<file path="config.mk">
export PLATFORM = sky130hd
export DESIGN_NAME = hash_list_compare
export DESIGN_NICKNAME = d
export VERILOG_FILES = /design/src/hw/rtl/hlc_pkg.sv /design/src/hw/rtl/hash_list_compare.sv /design/src/hw/rtl/hlc_datapath.sv
export SDC_FILE = /design/constraint.sdc
export NUM_CORES = 1
export LEC_CHECK = 0
export BUFFER_PORTS_ARGS = -buffer_cell sky130_fd_sc_hd__buf_2
export CAP_MARGIN = 25
export CORE_ASPECT_RATIO = 0.6
export CORE_MARGIN = 2
export CORE_UTILIZATION = 53
export CTS_CLUSTER_DIAMETER = 150
export CTS_CLUSTER_SIZE = 28
export DETAILED_ROUTE_END_ITERATION = 16
export HOLD_SLACK_MARGIN = 0.1
export PLACE_DENSITY_LB_ADDON = 0.08
export SLEW_MARGIN = 20
export SYNTH_ARGS = -nofsm -noshare
export SYNTH_HDL_FRONTEND = slang
export SYNTH_SLANG_ARGS = --single-unit
</file>
<file path="constraint.sdc">
create_clock -name clk -period 19.35 [get_ports clk]
set_input_delay 0.9675 -clock clk [delete_from_list [all_inputs] [get_ports clk]]
set_output_delay 0.9675 -clock clk [all_outputs]
set_load 0.03 [all_outputs]
</file>
<file path="src/hw/rtl/hlc_pkg.sv">
`default_nettype none
// ----------------------------------------------------------------------------
// hlc_pkg
// Types and constants shared by the hash list compare block.
// ----------------------------------------------------------------------------
package hlc_pkg;

  localparam int unsigned HASH_W        = 32;
  localparam int unsigned COUNT_W       = 9;
  localparam int unsigned INDEX_W       = 8;
  localparam int unsigned LENGTH_BITS   = 12;
  localparam int unsigned SUM_W         = 21;
  localparam int unsigned BYTES_W       = 20;
  localparam int unsigned TOL_W         = 4;
  localparam int unsigned CFG_DATA_W    = 9;
  localparam int unsigned PRODUCT_W     = COUNT_W + TOL_W;

  localparam logic [COUNT_W-1:0] MAX_LIST_WORDS   = COUNT_W'(256);
  localparam logic [COUNT_W-1:0] LIMIT_RESET      = COUNT_W'(5);
  localparam logic [TOL_W-1:0]   TOLERANCE_RESET  = TOL_W'(7);

  typedef enum logic [0:0] {
    REG_SMALL_LIST_LIMIT = 1'b0,
    REG_TOLERANCE_TENTHS = 1'b1
  } cfg_index_t;

  typedef struct packed {
    logic [HASH_W-1:0]  found_hash;
    logic [HASH_W-1:0]  ideal_hash;
    logic [COUNT_W-1:0] found_count;
    logic [COUNT_W-1:0] ideal_count;
    logic               last;
  } pair_t;

  typedef struct packed {
    logic               is_missing;
    logic [INDEX_W-1:0] missing_index;
    logic               done_res;
    logic               matched;
    logic [COUNT_W-1:0] words_correct;
    logic [COUNT_W-1:0] words_total;
    logic [BYTES_W-1:0] bytes_correct;
    logic [BYTES_W-1:0] expected_bytes;
  } result_t;

  typedef struct packed {
    logic [INDEX_W-1:0] pair_index;
    logic [COUNT_W-1:0] equal_count;
    logic [SUM_W-1:0]   bytes_equal_sum;
    logic [SUM_W-1:0]   bytes_expected_sum;
  } acc_t;

  typedef struct packed {
    logic [COUNT_W-1:0] small_list_limit;
    logic [TOL_W-1:0]   tolerance_tenths;
  } cfg_t;

endpackage
`default_nettype wire

</file>
<file path="src/hw/rtl/hash_list_compare.sv">
`default_nettype none
// ----------------------------------------------------------------------------
// hash_list_compare
// Streams received/expected hash pairs and reports missing packets and the
// final list match decision.
// ----------------------------------------------------------------------------
// One pair request is taken every cycle unless result_ready stalls the output;
// each yields exactly one result request through the input and result
// registers. The rate is set by the accumulator loop in hlc_datapath: counts
// and byte sums update in the same cycle a pair leaves the input register.
// The result carrying done_res closes the comparison and the totals restart
// from zero for the next list. pair_ready follows result_ready combinationally
// when both registers are full. Write configuration only while idle.
module hash_list_compare (
  input  var logic                        clk,
  input  var logic                        rst,
  input  var logic                        pair_valid,
  output logic                            pair_ready,
  input  var hlc_pkg::pair_t              pair,
  output logic                            result_valid,
  input  var logic                        result_ready,
  output hlc_pkg::result_t                result,
  input  var logic                        cfg_we,
  input  var hlc_pkg::cfg_index_t         cfg_index,
  input  var logic [hlc_pkg::CFG_DATA_W-1:0] cfg_data
);
  import hlc_pkg::*;

  logic    s1_valid;
  pair_t   s1;
  acc_t    acc;
  acc_t    acc_next;
  cfg_t    cfg;
  result_t dp_result;
  logic    advance;

  assign advance    = s1_valid && (!result_valid || result_ready);
  assign pair_ready = !s1_valid || advance;

  hlc_datapath u_datapath (
    .pair     (s1),
    .acc      (acc),
    .cfg      (cfg),
    .acc_next (acc_next),
    .result   (dp_result)
  );

  always_ff @(posedge clk) begin
    if (rst) begin
      s1_valid             <= 1'b0;
      result_valid         <= 1'b0;
      acc                  <= '0;
      cfg.small_list_limit <= LIMIT_RESET;
      cfg.tolerance_tenths <= TOLERANCE_RESET;
    end else begin
      if (pair_ready) begin
        s1_valid <= pair_valid;
      end
      if (advance) begin
        acc          <= acc_next;
        result_valid <= 1'b1;
      end else if (result_ready) begin
        result_valid <= 1'b0;
      end
      if (cfg_we) begin
        unique case (cfg_index)
          REG_SMALL_LIST_LIMIT: cfg.small_list_limit <= cfg_data[COUNT_W-1:0];
          REG_TOLERANCE_TENTHS: cfg.tolerance_tenths <= cfg_data[TOL_W-1:0];
        endcase
      end
    end
  end

  always_ff @(posedge clk) begin
    if (pair_valid && pair_ready) begin
      s1 <= pair;
    end
    if (advance) begin
      result <= dp_result;
    end
  end

  // totals stay cleared while a closing result waits
  a_acc_clear: assert property (@(posedge clk) disable iff (rst)
    result_valid && result.done_res |-> acc == '0)
    else $error("accumulators not cleared after last pair");

  // a held input item is never lost
  a_s1_hold: assert property (@(posedge clk) disable iff (rst)
    s1_valid && !advance |=> s1_valid && $stable(s1))
    else $error("stalled input register changed");

  // summary fields only on the closing result
  a_summary: assert property (@(posedge clk) disable iff (rst)
    result_valid && !result.done_res |-> !result.matched && result.words_total == '0)
    else $error("summary fields set on a non-final result");

endmodule
`default_nettype wire

</file>
<file path="src/hw/rtl/hlc_datapath.sv">
`default_nettype none
// ----------------------------------------------------------------------------
// hlc_datapath
// Per-pair compare, accumulator update and end-of-list match decision.
// ----------------------------------------------------------------------------
module hlc_datapath (
  input  var hlc_pkg::pair_t   pair,
  input  var hlc_pkg::acc_t    acc,
  input  var hlc_pkg::cfg_t    cfg,
  output hlc_pkg::acc_t        acc_next,
  output hlc_pkg::result_t     result
);
  import hlc_pkg::*;

  logic [COUNT_W-1:0]   found_cnt;
  logic [COUNT_W-1:0]   ideal_cnt;
  logic [COUNT_W-1:0]   shorter;
  logic [COUNT_W-1:0]   longer;
  logic                 active;
  logic                 eq;
  logic                 header;
  logic [COUNT_W:0]     eq_inc;
  logic [COUNT_W-1:0]   eq_next;
  logic [SUM_W:0]       exp_add;
  logic [SUM_W:0]       equ_add;
  logic [SUM_W-1:0]     exp_next;
  logic [SUM_W-1:0]     equ_next;
  logic                 strict;
  logic [PRODUCT_W-1:0] eq_times_ten;
  logic [PRODUCT_W-1:0] short_times_tol;
  logic                 match;

  always_comb begin
    found_cnt = (pair.found_count > MAX_LIST_WORDS) ? MAX_LIST_WORDS : pair.found_count;
    ideal_cnt = (pair.ideal_count > MAX_LIST_WORDS) ? MAX_LIST_WORDS : pair.ideal_count;
    shorter   = (found_cnt < ideal_cnt) ? found_cnt : ideal_cnt;
    longer    = (found_cnt < ideal_cnt) ? ideal_cnt : found_cnt;

    active = {1'b0, acc.pair_index} < shorter;
    eq     = pair.found_hash == pair.ideal_hash;
    header = acc.pair_index == '0;

    // saturate the count and byte-sum accumulators
    eq_inc  = {1'b0, acc.equal_count} + (COUNT_W+1)'(1);
    exp_add = {1'b0, acc.bytes_expected_sum}
            + (SUM_W+1)'(pair.ideal_hash[LENGTH_BITS-1:0]);
    equ_add = {1'b0, acc.bytes_equal_sum}
            + (SUM_W+1)'(pair.found_hash[LENGTH_BITS-1:0]);

    eq_next  = acc.equal_count;
    exp_next = acc.bytes_expected_sum;
    equ_next = acc.bytes_equal_sum;
    if (active && eq) begin
      eq_next = eq_inc[COUNT_W] ? '1 : eq_inc[COUNT_W-1:0];
    end
    if (active && !header) begin
      exp_next = exp_add[SUM_W] ? '1 : exp_add[SUM_W-1:0];
      if (eq) begin
        equ_next = equ_add[SUM_W] ? '1 : equ_add[SUM_W-1:0];
      end
    end

    result = '0;
    if (active && !header && !eq) begin
      result.is_missing    = 1'b1;
      result.missing_index = acc.pair_index - INDEX_W'(1);
    end

    strict          = shorter < cfg.small_list_limit;
    eq_times_ten    = (PRODUCT_W'(eq_next) << 3) + (PRODUCT_W'(eq_next) << 1);
    short_times_tol = PRODUCT_W'(shorter) * PRODUCT_W'(cfg.tolerance_tenths);
    if (strict) begin
      match = (longer == shorter) && (eq_next == shorter);
    end else begin
      match = eq_times_ten > short_times_tol;
    end

    acc_next.pair_index         = acc.pair_index + INDEX_W'(1);
    acc_next.equal_count        = eq_next;
    acc_next.bytes_equal_sum    = equ_next;
    acc_next.bytes_expected_sum = exp_next;

    if (pair.last) begin
      result.done_res = 1'b1;
      if (match) begin
        result.matched        = 1'b1;
        result.words_correct  = strict ? shorter : eq_next;
        result.words_total    = strict ? shorter : longer;
        result.bytes_correct  = equ_next[SUM_W-1] ? '1 : equ_next[BYTES_W-1:0];
        result.expected_bytes = exp_next[SUM_W-1] ? '1 : exp_next[BYTES_W-1:0];
      end
      // drop the accumulated list for the next comparison
      acc_next = '0;
    end
  end

endmodule
`default_nettype wire
</file>
==> results of run 1 <==
[cells in the mapped netlist (9+ instances only)]
cell type    n
or3_1        9
xor2_1      56
dfxtp_1     74
nor2b_1     14
o22a_1       9
fa_1        17
nand2_1     99
ha_1        87
nand3_1     21
xnor2_1     36
and3_1      16
o211ai_1    12
a21o_1      20
edfxtp_1   152
nor4_2      13
a31oi_1     15
clkbuf_1    50
inv_1       70
a21oi_1     83
and2_1      31
nor4_1      28
o21ai_0     42
o21bai_1     9
nand4_1     15
nor2_1     116
nor3_1      61
o21a_1      11
a211o_1      9
a22oi_1     29
[cells in the final DEF (no fill, tap or decap), drive strengths merged, types with 11 or more instances in the layout]
cell	netlist	layout
nand4	16	16
inv	71	70
nand3	21	21
o21a	11	11
nor4	41	41
o211ai	12	12
and3	16	16
buf	19	184
o21ai	47	47
a21o	20	20
nor3	61	61
nand2	99	99
nor2	117	117
a22oi	29	29
edfxtp	152	152
fa	17	17
nor2b	14	14
xnor2	38	38
clkbuf	50	19
a2111oi	13	13
a31oi	15	15
xor2	56	56
ha	87	87
a21oi	83	83
dfxtp	74	74
and2	31	31
mux2i	12	12
[flip-flops by register name, indices dropped and copies added, names as in the netlist]
register	flops
s1	83
s1_valid	1
result	69
result_valid	1
cfg	13
acc	59
[report_power, final]
part / switching, mW / total (mW) / internal (mW)
sequential: 0.0121 / 0.548 / 0.535
clock: 0.160 / 0.288 / 0.128
combinational: 0.143 / 0.220 / 0.0770
[per-stage QoR]
stage | area [um^2] | hold slack, ps | total power [mW]
2_1_floorplan | 13500 | 424 | 0.708
3_3_place_gp | 14600 | 448 | 0.772
3_5_place_dp | 14600 | 451 | 0.775
4_1_cts | 15000 | 465 | 1.06
5_1_grt | 15000 | 483 | 1.10
6_report | 15000 | 467 | 1.06
[layout make-up]
cell class | instances | area share (%)
Clock inverter | 1 | 0.200
Timing Repair Buffer | 185 | 6.46
Tap cell | 329 | 2.75
Sequential cell | 226 | 40.3
Multi-Input combinational cell | 969 | 46.1
Inverter | 72 | 1.81
Clock buffer | 18 | 2.30
[metal layers]
metal | part of all wire [%] | track usage (%)
met5 | 0 | 0
met4 | 1.5 | 4.76
met3 | 8.2 | 4.30
met2 | 38 | 34.5
met1 | 52 | 45.0
[worst max-delay path: cells and delay by family (launching register included)]
| family | cells | cell delay, ps |
|---|---|---|
| and+or+nand+nor | 8 | 1990 |
| buffers and inverters | 4 | 780 |
| muxes | 2 | 620 |
| xor gates and xnor gates | 1 | 80 |
| adders and majority gates | 5 | 1640 |
| AOI/OAI and AO/OA | 11 | 3960 |
| DFF | 1 | 550 |
[final timing paths]
kind / endpoint / slack [ps] / cells after the start
max: result[3] / 9460 / 31
min: cfg[5] / 470 / 2
max reg2reg: result[3] / 9460 / 31
min reg2reg: cfg[5] / 470 / 2
[kinds of logic after synthesis]
kind of cell | after synthesis | share of synthesized area, %
compound gates | 298 | 15.1
xor+xnor | 94 | 6.21
fa+ha+maj | 108 | 10.9
buf+inv | 141 | 4.23
flops | 226 | 44.8
mux | 18 | 1.60
simple gates | 451 | 17.2
==> results.toml, run 1 <==
[status]
status = "finished clean"

[setup_path]
end_kind = "flip-flop"
slowest_stage = "a311oi_1"
cp.arrival_ps = 10170
crit_top_cell = "ha_1"
crit_type = "reg2reg"
reg2reg_from = "s1[18]"
startpoint = "s1[18]"
cp.required_ps = 19620
startpoint_type = "flip-flop"
crit_fanout = 45
slowest_delay_ps = 800

[clock_tree]
hold_buffers = 0
insertion_delay_ps = 500
cts_setup_buffers = 0
cts_tree = "yes"
cts_sinks = 226
path_clk_slew_ps = 100
htreeDepth = 1
clockBufferDepth = 3
root_buffer = "clkbuf_16"
post_cts_resized = 0
cts_made_buffers = 12

[run]
max_cap_viol_count = 0

[layout]
multi_input_area_um2 = 6910
drive_gt1_share_pct = 16.9
fillers = 2197
seq_area_um2 = 6050
syn_to_final_growth_pct = 11.1
nNetsFinal = 1668
fin_util_pct = 59.5
antenna_cells = 0
stdcell_count = 1800

[place]
numPlacedInstances = 1780
numPortBuffers = 168
gp_routability_congestion = 0.906
place_ws_ps = 9700
dpl.hpwl_um = 26200

[yosys]
synthFlopType = "edfxtp_1"
yosysSeqAreaShare_pct = 44.8
synth_area_um2 = 13500
yosys.area.top_type = "edfxtp_1"
synth_area_leaders = "edfxtp_1, dfxtp_1, ha_1"
synth_cell_types = 76
synth_edf_count = 152
syn_area_per_cell_um2 = 10.1
ys_async_sr_fraction_pct = 0
synth_cells = 1336
syn_nets = 1538
ys_ff_latch = 226
synth_top_area_share_pct = 33.8
synth_warnings = 0

[grt]
grt_usage_pct = 26.5
antenna_found_initial = 0
grt_pass1_wl_um = 55200
grt_pass1_vias = 9640
grt_max_degree = 74
gr-total-overflow = 0

[pwr]
power_density_nw_per_um2 = 70.4
power.leakage_nw = 5.89
vdd_drop_max_mv = 0.0703

[route]
drtIter0Drc = 1038
wl_per_cell_um = 19.8
vias = 10700
drt-vias-per-instance = 5.96
drcViolationCount = 0
routed_wl_um = 35700
drtPass1Iterations = 5
ant_nets = 0

[timing]
finalSetupViolCount = 0
tns_ps = 0
rsz0062_at_grt = "false"
hold_violations = 0
max_freq_ghz = 0.101
drv_slew = 0
period_share_pct = 51.1
worst_pin_slew_ps = 1020
period_needed_ps = 9890
finClkSkew_ps = 47.7
finalWorstSetupSlack_ps = 9460
max_slew_margin_pct = 31.6

[die]
die_h_um = 128
core_um2 = 25200
die_x_um = 210
dieArea_um2 = 26800
ioPinCount = 169
floorplan.initialDensity_pct = 53.6
fp-row-count = 45

[hold_path]
holdCritStartpoint = "cfg[5]"
min_path_type = "reg2reg"
Power figures use the tool's default switching activity.
==> inputs of run 2 (changes only) <==
==> constraint.sdc (replaced) <==
create_clock -name clk -period 8.3 [get_ports clk]
set_input_delay 0.415 -clock clk [delete_from_list [all_inputs] [get_ports clk]]
set_output_delay 0.415 -clock clk [all_outputs]
set_load 0.03 [all_outputs]
==> results.toml, run 2 (synthesized netlist as in run 1, its figures left out) <==
[status]
status = "finished clean"

[clock_tree]
root_buffer = "clkbuf_16"
cts_tree = "yes"
clockBufferDepth = 3
cts_made_buffers = 12
htreeDepth = 1
cts_sinks = 226
path_clk_slew_ps = 120
insertion_delay_ps = 520

[layout]
antenna_cells = 0
multi_input_area_um2 = 7000
seq_area_um2 = 6050
layout_common_cells = "buf_2, edfxtp_1, nor2_1"
nNetsFinal = 1782
largest_reg_flops = 83
drive_gt1_share_pct = 18.7
final_area_um2 = 16200
largestRegisters = "s1 (83), result (69), acc (59)"
final_common_cell = "buf_2"
fillers = 2074
syn_to_final_growth_pct = 20.3
largest_register = "s1"

[setup_path]
crit_type = "reg2reg"
crit_fanout = 13
startpoint_type = "flip-flop"
reg2reg_from = "s1[9]"
slowest_delay_ps = 550
cp.arrival_ps = 8110
rr_worst_depth = 33
crit_top_cell = "ha_1"
cp.required_ps = 8560
startpoint = "s1[9]"
slowest_stage = "or4_1"
end_kind = "flip-flop"

[grt]
gr-total-overflow = 0
grt_pass1_vias = 10200
antenna_found_initial = 0
grt_max_degree = 66
grt_usage_pct = 27.2
grt_pass1_wl_um = 56900

[die]
dieArea_um2 = 26800
core_um2 = 25200
fp-row-count = 45
die_h_um = 128
ioPinCount = 169
floorplan.initialDensity_pct = 53.6
die_x_um = 210

[timing]
finClkSkew_ps = 58.8
period_share_pct = 94.6
period_needed_ps = 7850
worst_pin_slew_ps = 990
whs_ps = 111
max_freq_ghz = 0.127
hold_violations = 0
finalSetupViolCount = 0
drv_slew = 0
max_slew_margin_pct = 33.8

[pwr]
vdd_drop_max_mv = 0.139
p_sw_share_pct = 29.9
finalPower_mw = 2.53
p_int_mw = 1.77
p_comb_share_pct = 22.3
p_switching_mw = 0.755
seq_power_share_pct = 50.5
power.leakage_nw = 6.43
power_frac_clock_pct = 27.1
power_density_nw_per_um2 = 156

[route]
drcViolationCount = 0
vias = 11200
drtPass1Iterations = 5
ant_nets = 0
routed_wl_um = 37200
drtIter0Drc = 979
drt-vias-per-instance = 5.83
wl_per_cell_um = 19.4

[place]
gp_routability_congestion = 0.913
dpl.hpwl_um = 26200
dpl_cell_area_um2 = 14800
numPortBuffers = 168

[run]
max_cap_viol_count = 0

[hold_path]
holdCritStartpoint = "pair[58]"
min_path_type = "in2reg"
worstHoldPathCells = 1
run 2: cell types whose count changed in the layout (fill, tap and decap cells not counted), moves of 4 or more:
cell / before / now
buf_12: 0 / 4
buf_4: 16 / 41
dlygate4sd3_1: 0 / 82
nor4_1: 28 / 24
nor4_2: 13 / 17
run 2: critical path, delay by kind of cell, from the launching register on:
| kind | cells | cell delay, ps |
|---|---|---|
| muxes | 3 | 760 |
| xor gates and xnor gates | 1 | 130 |
| adders and majority gates | 5 | 1560 |
| buffers and inverters | 6 | 890 |
| and+or+nand+nor | 8 | 1760 |
| DFF | 1 | 490 |
| AOI/OAI and AO/OA | 10 | 1990 |
run 2: power by group through the flow:
stage                     Combinational, mW  Clock [mW]  Sequential (mW)
after global placement                0.499           0             1.30
after floorplan                       0.323           0             1.33
after detailed placement              0.507           0             1.30
after CTS                             0.542       0.692             1.28
final                                 0.564       0.686             1.28
after global routing                  0.623       0.734             1.28
run 2: timing repair:
action                                  4_1_cts  5_1_grt
hold buffers                                 79        3
pin swaps                                     0        2
hold endpoints to repair                     79        3
resized for setup                             3       21
endpoints found under the setup margin       23       58
setup buffers                                 0        7
gates cloned                                  0        3
run 2: cell type report:
cell class                 instances  share of cell area (%)
clock buffer                      19                    2.14
sequential                       226                    37.3
timing repair inverter             1                  0.0463
inverter                          72                    1.70
multi-input combinational        969                    43.1
clock inverter                     1                   0.185
timing repair buffer             298                    13.0
tap                              329                    2.54
run 2: layer usage:
layer,routed length [um],up-vias,part of all wire [%],track usage [%]
met5,0,-,0,0
met2,14800,433,40,37.5
met1,18700,5315,50,44.7
li1,-,5385,-,-
met3,3200,34,8.6,4.82
met4,495,0,1.3,4.17
run 2: worst paths after layout:
path                                    to  slack [ps]
worst max-delay path            result[34]         450
worst min-delay path                s1[58]         110
worst max register to register  result[34]         450
worst min register to register     cfg[10]         460
run 2: stage by stage:
| step | utilization [%] | TNS [ps] | std cells | setup WS, ps |
|---|---|---|---|---|
| after global routing | 64.5 | -7.84 | 1915 | -4.63 |
| after floorplan | - | 0 | 1336 | 440 |
| after global placement | 58.8 | 0 | 1802 | 247 |
| after detailed placement | 58.8 | -621 | 1802 | -44.8 |
| final | 64.5 | 0 | 1915 | 449 |
| after CTS | 63.5 | 0 | 1901 | 66.9 |
